--- src/rtl/core/i2p_pkg.sv ---
// Shared types, character codes and helper functions for the infix to postfix converter.
// No dependencies.
package i2p_pkg;

    localparam int STACK_DEPTH_DEF = 32;
    localparam int CHAR_W          = 8;

    localparam logic [CHAR_W-1:0] CH_OPEN  = 8'h28;
    localparam logic [CHAR_W-1:0] CH_CLOSE = 8'h29;
    localparam logic [CHAR_W-1:0] CH_STAR  = 8'h2A;
    localparam logic [CHAR_W-1:0] CH_PLUS  = 8'h2B;
    localparam logic [CHAR_W-1:0] CH_MINUS = 8'h2D;
    localparam logic [CHAR_W-1:0] CH_SLASH = 8'h2F;
    localparam logic [CHAR_W-1:0] CH_SPACE = 8'h20;
    localparam logic [CHAR_W-1:0] CH_NUL   = 8'h00;

    typedef logic signed [2:0] t_prec;

    typedef struct packed {
        logic push;
        logic pop;
    } t_stk_op;

    typedef enum logic [1:0] {
        ST_IDLE,
        ST_OPS,
        ST_CLOSE,
        ST_FLUSH
    } t_state;

    function automatic t_prec prec_of(input logic [CHAR_W-1:0] c);
        t_prec p;
        if (c == CH_STAR || c == CH_SLASH) begin
            p = 3'sd2;
        end else if (c == CH_PLUS || c == CH_MINUS) begin
            p = 3'sd1;
        end else begin
            p = -3'sd1;
        end
        return p;
    endfunction

    function automatic logic is_hex(input logic [CHAR_W-1:0] c);
        return (c inside {[8'h30:8'h39], [8'h41:8'h46], [8'h61:8'h66]});
    endfunction

    // True when stacked entry t is popped ahead of an incoming operator of precedence p.
    function automatic logic pops_ahead(input logic [CHAR_W-1:0] t, input t_prec p);
        return (t != CH_OPEN) && (prec_of(t) >= p);
    endfunction

endpackage

--- src/rtl/core/infix_to_postfix_converter_core.sv ---
// Top level of the infix to postfix converter: stream ports, control sequencer, output register.
// Depends on i2p_pkg and i2p_stack.
//
// Takes one infix character per item and produces postfix characters by the shunting-yard
// method with left associativity. Operators wait in a row of shifting cells (STACK_DEPTH
// entries); each popped operator gives one result. Spaces are dropped, hex digits pass to the
// output and '(' is pushed; an operator emits a space, pops the entries that go ahead of it
// and is pushed; ')' pops up to its '(', which is dropped; an end item pops every stacked
// entry and ends with a zero byte marked tlast. Input is taken only while no item is in work
// and the output register can load. A push onto a full stack is dropped and sets the overflow
// flag in tuser, which the end item reports and clears.
module infix_to_postfix_converter_core #(
    parameter int STACK_DEPTH = i2p_pkg::STACK_DEPTH_DEF
) (
    input  logic       i_clk,
    input  logic       i_rst_n,
    input  logic       i_s_tvalid,
    output logic       o_s_tready,
    input  logic [7:0] i_s_tdata,   // [7:0] in_char
    input  logic [0:0] i_s_tuser,   // [0] end_of_expr
    output logic       o_m_tvalid,
    input  logic       i_m_tready,
    output logic [7:0] o_m_tdata,   // [7:0] out_char
    output logic       o_m_tlast,
    output logic [0:0] o_m_tuser    // [0] overflow
);
    import i2p_pkg::*;

    localparam int CW = $clog2(STACK_DEPTH + 1);

    t_state            r_state, n_state;
    logic [CHAR_W-1:0] r_char, n_char;
    logic              r_ovf, n_ovf;
    logic              r_out_valid, n_out_valid;
    logic [CHAR_W-1:0] r_out_data, n_out_data;
    logic              r_out_last, n_out_last;
    logic              r_out_ovf, n_out_ovf;

    t_stk_op           w_op;
    logic [CHAR_W-1:0] w_push_data;
    logic [CHAR_W-1:0] w_top, w_next;
    logic [CW-1:0]     w_count;
    logic              w_out_free, w_full, w_accept;
    logic              w_first_pops, w_top_pops, w_next_pops;

    i2p_stack #(.DEPTH(STACK_DEPTH)) u_stack (
        .i_clk   (i_clk),
        .i_rst_n (i_rst_n),
        .i_op    (w_op),
        .i_data  (w_push_data),
        .o_top   (w_top),
        .o_next  (w_next),
        .o_count (w_count)
    );

    assign w_out_free   = !r_out_valid || i_m_tready;
    assign w_full       = (w_count == CW'(STACK_DEPTH));
    assign o_s_tready   = (r_state == ST_IDLE) && w_out_free;
    assign w_accept     = i_s_tvalid && o_s_tready;
    assign w_first_pops = (w_count != '0) && pops_ahead(w_top, prec_of(i_s_tdata));
    assign w_top_pops   = (w_count != '0) && pops_ahead(w_top, prec_of(r_char));
    assign w_next_pops  = (w_count > CW'(1)) && pops_ahead(w_next, prec_of(r_char));

    always_ff @(posedge i_clk) begin
        if (!i_rst_n) begin
            r_state     <= ST_IDLE;
            r_ovf       <= 1'b0;
            r_out_valid <= 1'b0;
        end else begin
            r_state     <= n_state;
            r_ovf       <= n_ovf;
            r_out_valid <= n_out_valid;
        end
    end

    always_ff @(posedge i_clk) begin
        r_char     <= n_char;
        r_out_data <= n_out_data;
        r_out_last <= n_out_last;
        r_out_ovf  <= n_out_ovf;
    end

    always_comb begin
        n_state     = r_state;
        n_char      = r_char;
        n_ovf       = r_ovf;
        n_out_valid = r_out_valid && !i_m_tready;
        n_out_data  = r_out_data;
        n_out_last  = r_out_last;
        n_out_ovf   = r_out_ovf;
        w_op        = '0;
        w_push_data = r_char;

        case (r_state)
            ST_IDLE: begin
                w_push_data = i_s_tdata;
                if (w_accept) begin
                    if (i_s_tuser[0]) begin
                        n_state = ST_FLUSH;
                    end else if (i_s_tdata == CH_SPACE) begin
                        n_state = ST_IDLE;
                    end else if (is_hex(i_s_tdata)) begin
                        n_out_valid = 1'b1;
                        n_out_data  = i_s_tdata;
                        n_out_last  = 1'b1;
                        n_out_ovf   = r_ovf;
                    end else if (i_s_tdata == CH_OPEN) begin
                        if (w_full) begin
                            n_ovf = 1'b1;
                        end else begin
                            w_op.push = 1'b1;
                        end
                    end else if (i_s_tdata == CH_CLOSE) begin
                        n_state = ST_CLOSE;
                    end else begin
                        n_out_valid = 1'b1;
                        n_out_data  = CH_SPACE;
                        n_out_last  = !w_first_pops;
                        n_out_ovf   = r_ovf;
                        n_char      = i_s_tdata;
                        n_state     = ST_OPS;
                    end
                end
            end
            ST_OPS: begin
                if (w_top_pops) begin
                    if (w_out_free) begin
                        n_out_valid = 1'b1;
                        n_out_data  = w_top;
                        n_out_last  = !w_next_pops;
                        n_out_ovf   = r_ovf;
                        w_op.pop    = 1'b1;
                    end
                end else begin
                    if (w_full) begin
                        n_ovf = 1'b1;
                    end else begin
                        w_op.push = 1'b1;
                    end
                    n_state = ST_IDLE;
                end
            end
            ST_CLOSE: begin
                if (w_count == '0) begin
                    n_state = ST_IDLE;
                end else if (w_top == CH_OPEN) begin
                    w_op.pop = 1'b1;
                    n_state  = ST_IDLE;
                end else if (w_out_free) begin
                    n_out_valid = 1'b1;
                    n_out_data  = w_top;
                    n_out_last  = (w_count == CW'(1)) || (w_next == CH_OPEN);
                    n_out_ovf   = r_ovf;
                    w_op.pop    = 1'b1;
                end
            end
            ST_FLUSH: begin
                if (w_out_free) begin
                    n_out_valid = 1'b1;
                    n_out_ovf   = r_ovf;
                    if (w_count != '0) begin
                        n_out_data = w_top;
                        n_out_last = 1'b0;
                        w_op.pop   = 1'b1;
                    end else begin
                        n_out_data = CH_NUL;
                        n_out_last = 1'b1;
                        n_ovf      = 1'b0;
                        n_state    = ST_IDLE;
                    end
                end
            end
            default: begin
                n_state = ST_IDLE;
            end
        endcase
    end

    assign o_m_tvalid   = r_out_valid;
    assign o_m_tdata    = r_out_data;
    assign o_m_tlast    = r_out_last;
    assign o_m_tuser[0] = r_out_ovf;

endmodule

--- src/rtl/core/i2p_cell.sv ---
// One stack cell: holds one entry, shifts down on push and up on pop.
// Depends on i2p_pkg.
module i2p_cell (
    input  logic                  i_clk,
    input  i2p_pkg::t_stk_op      i_op,
    input  logic [7:0]            i_from_above,
    input  logic [7:0]            i_from_below,
    output logic [7:0]            o_val
);
    import i2p_pkg::*;

    logic [CHAR_W-1:0] r_val;

    always_ff @(posedge i_clk) begin
        if (i_op.push) begin
            r_val <= i_from_above;
        end else if (i_op.pop) begin
            r_val <= i_from_below;
        end
    end

    assign o_val = r_val;

endmodule

--- src/rtl/core/i2p_stack.sv ---
// Operator stack built as a row of shifting cells with an entry count; cell 0 is the top.
// Depends on i2p_pkg and i2p_cell.
module i2p_stack #(
    parameter int DEPTH = i2p_pkg::STACK_DEPTH_DEF,
    localparam int CW   = $clog2(DEPTH + 1)
) (
    input  logic                  i_clk,
    input  logic                  i_rst_n,
    input  i2p_pkg::t_stk_op      i_op,
    input  logic [7:0]            i_data,
    output logic [7:0]            o_top,
    output logic [7:0]            o_next,
    output logic [CW-1:0]         o_count
);
    import i2p_pkg::*;

    logic [CHAR_W-1:0] w_val [DEPTH];
    logic [CW-1:0]     r_count;

    for (genvar k = 0; k < DEPTH; k++) begin : g_cell
        logic [CHAR_W-1:0] w_above;
        logic [CHAR_W-1:0] w_below;
        if (k == 0) begin : g_first
            assign w_above = i_data;
        end else begin : g_mid
            assign w_above = w_val[k-1];
        end
        if (k == DEPTH - 1) begin : g_last
            assign w_below = w_val[k];
        end else begin : g_inner
            assign w_below = w_val[k+1];
        end
        i2p_cell u_cell (
            .i_clk        (i_clk),
            .i_op         (i_op),
            .i_from_above (w_above),
            .i_from_below (w_below),
            .o_val        (w_val[k])
        );
    end

    always_ff @(posedge i_clk) begin
        if (!i_rst_n) begin
            r_count <= '0;
        end else if (i_op.push) begin
            r_count <= r_count + CW'(1);
        end else if (i_op.pop) begin
            r_count <= r_count - CW'(1);
        end
    end

    assign o_top   = w_val[0];
    assign o_next  = w_val[1];
    assign o_count = r_count;

endmodule
--- config.mk ---
export PLATFORM = sky130hd
export DESIGN_NAME = infix_to_postfix_converter_core
export DESIGN_NICKNAME = d
export VERILOG_FILES = /design/src/rtl/core/i2p_pkg.sv /design/src/rtl/core/infix_to_postfix_converter_core.sv /design/src/rtl/core/i2p_cell.sv /design/src/rtl/core/i2p_stack.sv
export SDC_FILE = /design/constraint.sdc
export NUM_CORES = 1
export LEC_CHECK = 0
export ABC_AREA = 1
export BUFFER_PORTS_ARGS = -buffer_cell sky130_fd_sc_hd__buf_2
export CORE_UTILIZATION = 31
export DETAILED_ROUTE_END_ITERATION = 8
export MAX_ROUTING_LAYER = met4
export SLEW_MARGIN = 20
export SYNTH_ARGS = -nofsm -noshare
export SYNTH_HDL_FRONTEND = slang
export SYNTH_SLANG_ARGS = --single-unit
--- constraint.sdc ---
create_clock -name i_clk -period 12.8 [get_ports i_clk]
set_clock_uncertainty 0.05 [all_clocks]
set_input_delay 2.56 -clock i_clk [delete_from_list [all_inputs] [get_ports i_clk]]
set_output_delay 2.56 -clock i_clk [all_outputs]
set_load 0.005 [all_outputs]
==> results of run 1 <==
## through the flow
stage | std cells | hold slack (ns) | setup WS [ns] | util | cell area (um2)
after floorplan | 1308 | 0.377 | 7.13 | - | 13100
after global placement | 1811 | 0.381 | 6.24 | 0.328 | 13500
after detailed placement | 1811 | 0.392 | 6.18 | 0.328 | 13500
after CTS | 1863 | 0.404 | 6.72 | 0.350 | 14400
after global routing | 1864 | 0.424 | 6.43 | 0.350 | 14400
final | 1864 | 0.401 | 6.74 | 0.350 | 14400
## worst max-delay path: cells and delay by family
kind,cells,cell delay [ns]
buf+inv,3,1.38
simple gates,6,2.09
## routing by layer
metal  wire length, um  up-vias  share of wire  track usage
li1                  -     4362              -            -
met1             11900     4077           0.51        0.164
met2             10300      137           0.44        0.161
met3               868       26          0.037       0.0177
met4               431        0          0.018       0.0283
met5                 0        -              0            -
## kinds of logic after synthesis
family / count (synthesis)
buffers and inverters: 168
DFF: 284
xor gates and xnor gates: 8
and+or+nand+nor: 651
adders and majority gates: 16
AOI/OAI and AO/OA: 181
## placed cells by master, fill, tap and decap left out, types with 7 or more instances in the layout
cell	synthesis	routed
a21oi_1	10	10
o21ai_1	51	51
inv_1	106	106
xor2_1	8	8
nand3_1	21	21
clkbuf_1	11	7
edfxtp_1	274	274
clkbuf_16	0	29
o21ai_0	97	97
dfxtp_1	10	10
clkinv_1	0	7
nor2_1	39	39
nand2_1	548	548
nor3_1	12	12
ha_1	16	16
buf_2	23	24
## state kept, by name, summed over array words and instances (netlist names)
signal	cells
r_state	2
u_stack.g_cell.u_cell.o_val	256
u_stack.o_count	6
o_m_tlast	1
o_m_tvalid	1
o_m_tdata	8
r_ovf	1
o_m_tuser	1
r_char	8
## worst min path at each step
| stage | end | slack [ns] | cells past startpoint |
|---|---|---|---|
| after floorplan | u_stack.g_cell[31].u_cell.o_val[0] | 0.38 | 0 |
| after global placement | u_stack.g_cell[31].u_cell.o_val[5] | 0.38 | 0 |
| after detailed placement | u_stack.g_cell[31].u_cell.o_val[7] | 0.39 | 0 |
| after CTS | u_stack.g_cell[31].u_cell.o_val[4] | 0.40 | 0 |
| after global routing | u_stack.g_cell[31].u_cell.o_val[4] | 0.42 | 0 |
| final | u_stack.g_cell[31].u_cell.o_val[4] | 0.40 | 0 |
## layout make-up
class	count	area [um2]	share of cell area
inverter	109	414	0.0287
timing repair buffer	31	193	0.0133
tap	532	666	0.0461
clock inverter	16	126	0.00875
clock buffer	36	752	0.0521
sequential	284	8430	0.584
multi-input combinational	856	3860	0.267
==> run_results.csv, run 1 <==
group,metric,value,unit
worst_setup_path,slowest_stage,"buf_4",
sta,setup_viol,0,
cells_and_area,nets,1340,
synthesis,syn_nets,1337,
routing,viasPerCell,4.61,
sta,rsz0062_at_grt,"false",
run,max_cap_violations,0,
synthesis,synthMuxAreaShare,0,
worst_setup_path,crit_path_end_kind,"flip-flop",
min_path,hp-class,"flip-flop to flip-flop",
floorplanning,die-area,43000,um2
global_route,grt_max_degree,128,
cts,cts_hold_buf,0,
status,outcome,"finished clean",
routing,remaining_drc_errors,0,
floorplanning,die_y,207,um
cts,cts_setup_buffers,0,
worst_setup_path,worstReg2RegStart,"r_state[0]",
synthesis,synth_xor_area_frac,0.00536,
synthesis,yosys.area_share.simple,0.200,
synthesis,synth-compound-area-share,0.0733,
min_path,hp-start,"u_stack.g_cell[30].u_cell.o_val[4]",
synthesis,synthTopCellsByArea,"edfxtp_1 (63%), nand2_1 (16%), o21ai_0 (3.7%), inv_1 (3.0%), o21ai_1 (2.0%)",
synthesis,synthCells,1308,
cts,cts_max_level,1,
global_route,overflow,0,
synthesis,synth_area,13100,um2
sta,fmax,165,MHz
routing,detail_route.iter0.violations,868,
synthesis,ys_warn_count,0,
synthesis,synth.top_cell.area_share,0.630,
worst_setup_path,rr_worst_depth,11,
worst_setup_path,crit_top_cell,"nand2_8",
placed_design,hpwl,14100,um
cells_and_area,nFillCells,4073,
cts,clk_latency,0.54,ns
cts,cts.reportedPaths.clkPinSlew,0.06,ns
cells_and_area,num_antenna_cells,0,
floorplanning,rows,74,
worst_setup_path,reg2reg_to,"u_stack.g_cell[12].u_cell.o_val[3]",
sta,max_slew_margin,0.331,
floorplanning,core,41200,um2
cts,cts_tree,"built",
synthesis,synth_fa_ha_area_frac,0.0153,
cells_and_area,drive_above_1_share,0.0653,
synthesis,synth-edff-count,274,
floorplanning,initial_core_util,0.317,
worst_setup_path,crit_arrival,6.15,ns
routing,num_vias,8602,
sta,fin_crit_sh,0.474,
cts,clkSinkCount,284,
synthesis,seq_area_frac_synth,0.645,
worst_setup_path,cp_max_fo,127,
cts,cts_root_buffer,"clkbuf_16",
routing,dr.pass1.iters,5,
synthesis,avgSynthCellArea,9.99,um2
routing,wl_per_cell,12.6,um
global_route,grt_pass1_vias,7984,
synthesis,ys_types,45,
synthesis,synth_top_family_by_area,"simple AND/OR/NAND/NOR gates",
sta,tightest_slew,1.00,ns
floorplanning,num_io_pins,25,
worst_setup_path,cpPeakStageDelay,0.91,ns
worst_setup_path,worst-setup-path-type,"input pin to flip-flop",
placed_design,port_buffers,24,
global_route,grt_pass1_wl,39800,um
worst_setup_path,cp_cell_sequence,"buf_2, nor2_1, nand3_2, nor3_2, nand4_2, nand2_8, inv_6, nand2_8, buf_4",
routing,routed_wl,23500,um
cts,clockBufferDepth,3,
synthesis,async_reset_ff_frac,0,
worst_setup_path,rrSetupSlack,7.78,ns
routing,antenna_left,0,
cells_and_area,area_growth,10.5,%
placed_design,place_congestion,0.875,
global_route,grt_usage,0.112,
worst_setup_path,startpoint_type,"input pin",
synthesis,synth_largest_area_cell,"edfxtp_1",
sta,min_period,6.06,ns
worst_setup_path,required,12.89,ns
synthesis,ys_ff_latch,284,
cts,cts_buffers,29,
worst_setup_path,endpoint,"u_stack.g_cell[12].u_cell.o_val[3]",
floorplanning,die_w,207,um
global_route,antenna_found_initial,0,
worst_setup_path,crit_start,"i_s_tdata[4]",
synthesis,ys.flop_type,"edfxtp_1",
synthesis,synth_commonest_cells,"nand2_1 (548), edfxtp_1 (274), inv_1 (106)",
cts,post_cts_resized,0,
sta,slew_violations,0,
sta,hold_viol,0,
synthesis,yosysMostFrequentCell,"nand2_1",
sta,setup_tns,0,ns
Power of run 1 is not shown: default switching activity piles up to over one toggle a cycle in this logic, so the estimate is an artifact.
==> run 2: changes to the inputs <==
--- a/config.mk
+++ b/config.mk
@@ -5,7 +5,7 @@
 export SDC_FILE = /design/constraint.sdc
 export NUM_CORES = 1
 export LEC_CHECK = 0
-export ABC_AREA = 1
+export ABC_AREA = 0
 export BUFFER_PORTS_ARGS = -buffer_cell sky130_fd_sc_hd__buf_2
 export CORE_UTILIZATION = 31
 export DETAILED_ROUTE_END_ITERATION = 8
==> constraint.sdc (replaced) <==
create_clock -name i_clk -period 5.57 [get_ports i_clk]
set_clock_uncertainty 0.05 [all_clocks]
set_input_delay 1.114 -clock i_clk [delete_from_list [all_inputs] [get_ports i_clk]]
set_output_delay 1.114 -clock i_clk [all_outputs]
set_load 0.005 [all_outputs]
==> run 2 against run 1 <==
The flow now finishes with violations (DRC). Non-clock buffer count is 1 higher. Sequential cell count unchanged. Core utilization up 0.15 points. Sequential share of layout area about the same. Register-to-register slack got worse by 6.3 ns. Count of clock-buffer cells in the layout rose by 1. Die area is 0.79% lower. Wire length is 1.6% lower. First-iteration DRC count decreased by 7.6%. Via count shrank 0.41%. Synthesized area shrank 0.80%. Design area hardly changed. Critical path type is now flip-flop to flip-flop. Largest cell class unchanged. Highest routed layer unchanged.
==> run_results.csv, run 2 <==
group,metric,value,unit
cts,cts_buffers,30,
cts,clkSinkCount,284,
synthesis,ys_warn_count,0,
worst_setup_path,reg2reg_to,"u_stack.o_count[1]",
routing,routed_wl,23100,um
floorplanning,die-area,42600,um2
sta,fin_crit_sh,0.737,
synthesis,synth-edff-count,274,
routing,antenna_left,0,
synthesis,seq_area_frac_synth,0.650,
sta,tightest_slew,1.02,ns
worst_setup_path,slowest_stage,"a21o_4",
synthesis,ys_ff_latch,284,
worst_setup_path,startpoint_type,"flip-flop",
worst_setup_path,worst-setup-path-type,"flip-flop to flip-flop",
cells_and_area,final_cell_mix,"nand2_1 (746), edfxtp_1 (274), clkbuf_16 (30)",
worst_setup_path,cp_num_buf_inv,3,
worst_setup_path,endpoint,"u_stack.o_count[1]",
worst_setup_path,rrSetupSlack,1.47,ns
floorplanning,num_io_pins,25,
synthesis,ys_types,52,
routing,remaining_drc_errors,3,
cts,cts_root_buffer,"clkbuf_16",
placed_design,port_buffers,24,
routing,num_vias,8567,
sta,hold_viol,0,
sta,slew_violations,0,
synthesis,synthTopCellsByArea,"edfxtp_1 (63%), nand2_1 (22%), dfxtp_1 (1.5%), ha_1 (1.5%), buf_2 (1.1%)",
cells_and_area,num_antenna_cells,0,
sta,rsz0062_at_grt,"false",
floorplanning,rows,74,
worst_setup_path,crit_path_end_kind,"flip-flop",
global_route,grt_max_degree,127,
synthesis,syn_nets,1324,
cts,cts_setup_buffers,0,
cts,cts.reportedPaths.clkPinSlew,0.06,ns
cts,clk_latency,0.57,ns
worst_setup_path,crit_start,"u_stack.g_cell[0].u_cell.o_val[6]",
synthesis,synth_largest_area_cell,"edfxtp_1",
floorplanning,die_w,206,um
floorplanning,core,41000,um2
sta,setup_tns,0,ns
cells_and_area,post-route-util,0.352,
floorplanning,die_y,206,um
cells_and_area,area_growth,11.4,%
run,max_cap_violations,0,
sta,setup_viol,0,
cells_and_area,final_common_cell,"nand2_1",
floorplanning,initial_core_util,0.316,
routing,viasPerCell,4.65,
sta,holdWs,0.386,ns
cells_and_area,largest_reg_flops,256,
global_route,grt_pass1_vias,8207,
worst_setup_path,worstReg2RegStart,"u_stack.g_cell[0].u_cell.o_val[6]",
worst_setup_path,path_depth,14,
global_route,grt_usage,0.115,
routing,detail_route.iter0.violations,802,
synthesis,synth_area,13000,um2
worst_setup_path,rr_worst_depth,14,
min_path,hp-class,"flip-flop to flip-flop",
synthesis,async_reset_ff_frac,0,
sta,max_slew_margin,0.323,
cts,clockBufferDepth,3,
synthesis,avgSynthCellArea,10.0,um2
cts,cts_tree,"built",
cts,cts_hold_buf,0,
worst_setup_path,cp_cell_sequence,"nor2b_1, nand3_1, inv_1, nand3_1, nor2b_1, ha_1, nor3b_1, o21a_1, o41ai_4, a21o_4, inv_6, buf_12, or3_1, a31oi_1",
worst_setup_path,cp_max_fo,107,
synthesis,ys.flop_type,"edfxtp_1",
sta,min_period,4.10,ns
cts,cts_max_level,1,
synthesis,synth.top_cell.area_share,0.635,
routing,dr.pass1.iters,6,
cts,post_cts_resized,0,
synthesis,synthCells,1295,
sta,fmax,244,MHz
synthesis,synth_commonest_cells,"nand2_1 (746), edfxtp_1 (274), buf_2 (29)",
global_route,overflow,0,
worst_setup_path,required,5.98,ns
global_route,antenna_found_initial,0,
worst_setup_path,cpPeakStageDelay,0.54,ns
cells_and_area,nets,1322,
cells_and_area,drive_above_1_share,0.0603,
routing,wl_per_cell,12.5,um
global_route,grt_pass1_wl,40000,um
placed_design,place_congestion,0.784,
synthesis,yosysMostFrequentCell,"nand2_1",
worst_setup_path,crit_family,"compound AO/OA/AOI/OAI gates",
status,outcome,"finished with violations",
worst_setup_path,crit_arrival,4.52,ns
status,violations,"DRC",
placed_design,hpwl,13500,um
## run 2: routing by layer
metal | track usage | part of all wire | up-vias
met3 | 0.0203 | 0.041 | 32
met1 | 0.159 | 0.49 | 4106
met4 | 0.0323 | 0.016 | 0
li1 | - | - | 4301
met2 | 0.172 | 0.45 | 128
met5 | - | 0 | -
## run 2: worst reg2reg max path: cells and delay by family (launching register included)
kind	cells	cell delay, ns
buf+inv	3	0.81
fa+ha+maj	1	0.33
simple gates	6	1.18
flops	1	0.46
compound gates	4	1.18
## run 2: cell families after synthesis
kind of cell / Yosys count / synth area share
flops: 284 / 0.650
compound gates: 70 / 0.0379
xor+xnor: 9 / 0.00608
simple gates: 821 / 0.249
mux: 13 / 0.0100
buf+inv: 82 / 0.0309
fa+ha+maj: 16 / 0.0154
## run 2: worst min path at each step
stage,start,end,cells past startpoint
finish,r_ovf,o_m_tuser,0
floorplan,r_ovf,o_m_tuser,0
detailed placement,r_ovf,o_m_tuser,0
CTS,r_ovf,o_m_tuser,0
global route,r_ovf,o_m_tuser,0
global placement,r_ovf,o_m_tuser,0
## run 2: final cells by class
type	instances	area, um2
flip-flops and latches	284	8430
inverters	16	65.1
clock buffers	37	777
well taps	532	666
clock inverters	13	96.3
fillers	4073	26600
multi-input cells	929	4150
repair buffers	32	255
## run 2: metrics by stage
| step | instance area (um2) | worst slack, ns | instances |
|---|---|---|---|
| 2_1_floorplan | 13000 | 0.972 | 1295 |
| 3_3_place_gp | 13600 | 1.53 | 1793 |
| 3_5_place_dp | 13600 | 1.44 | 1793 |
| 4_1_cts | 14400 | 1.39 | 1843 |
| 5_1_grt | 14400 | 1.03 | 1843 |
| 6_report | 14400 | 1.47 | 1843 |
Power of run 2 is left out for the same reason.
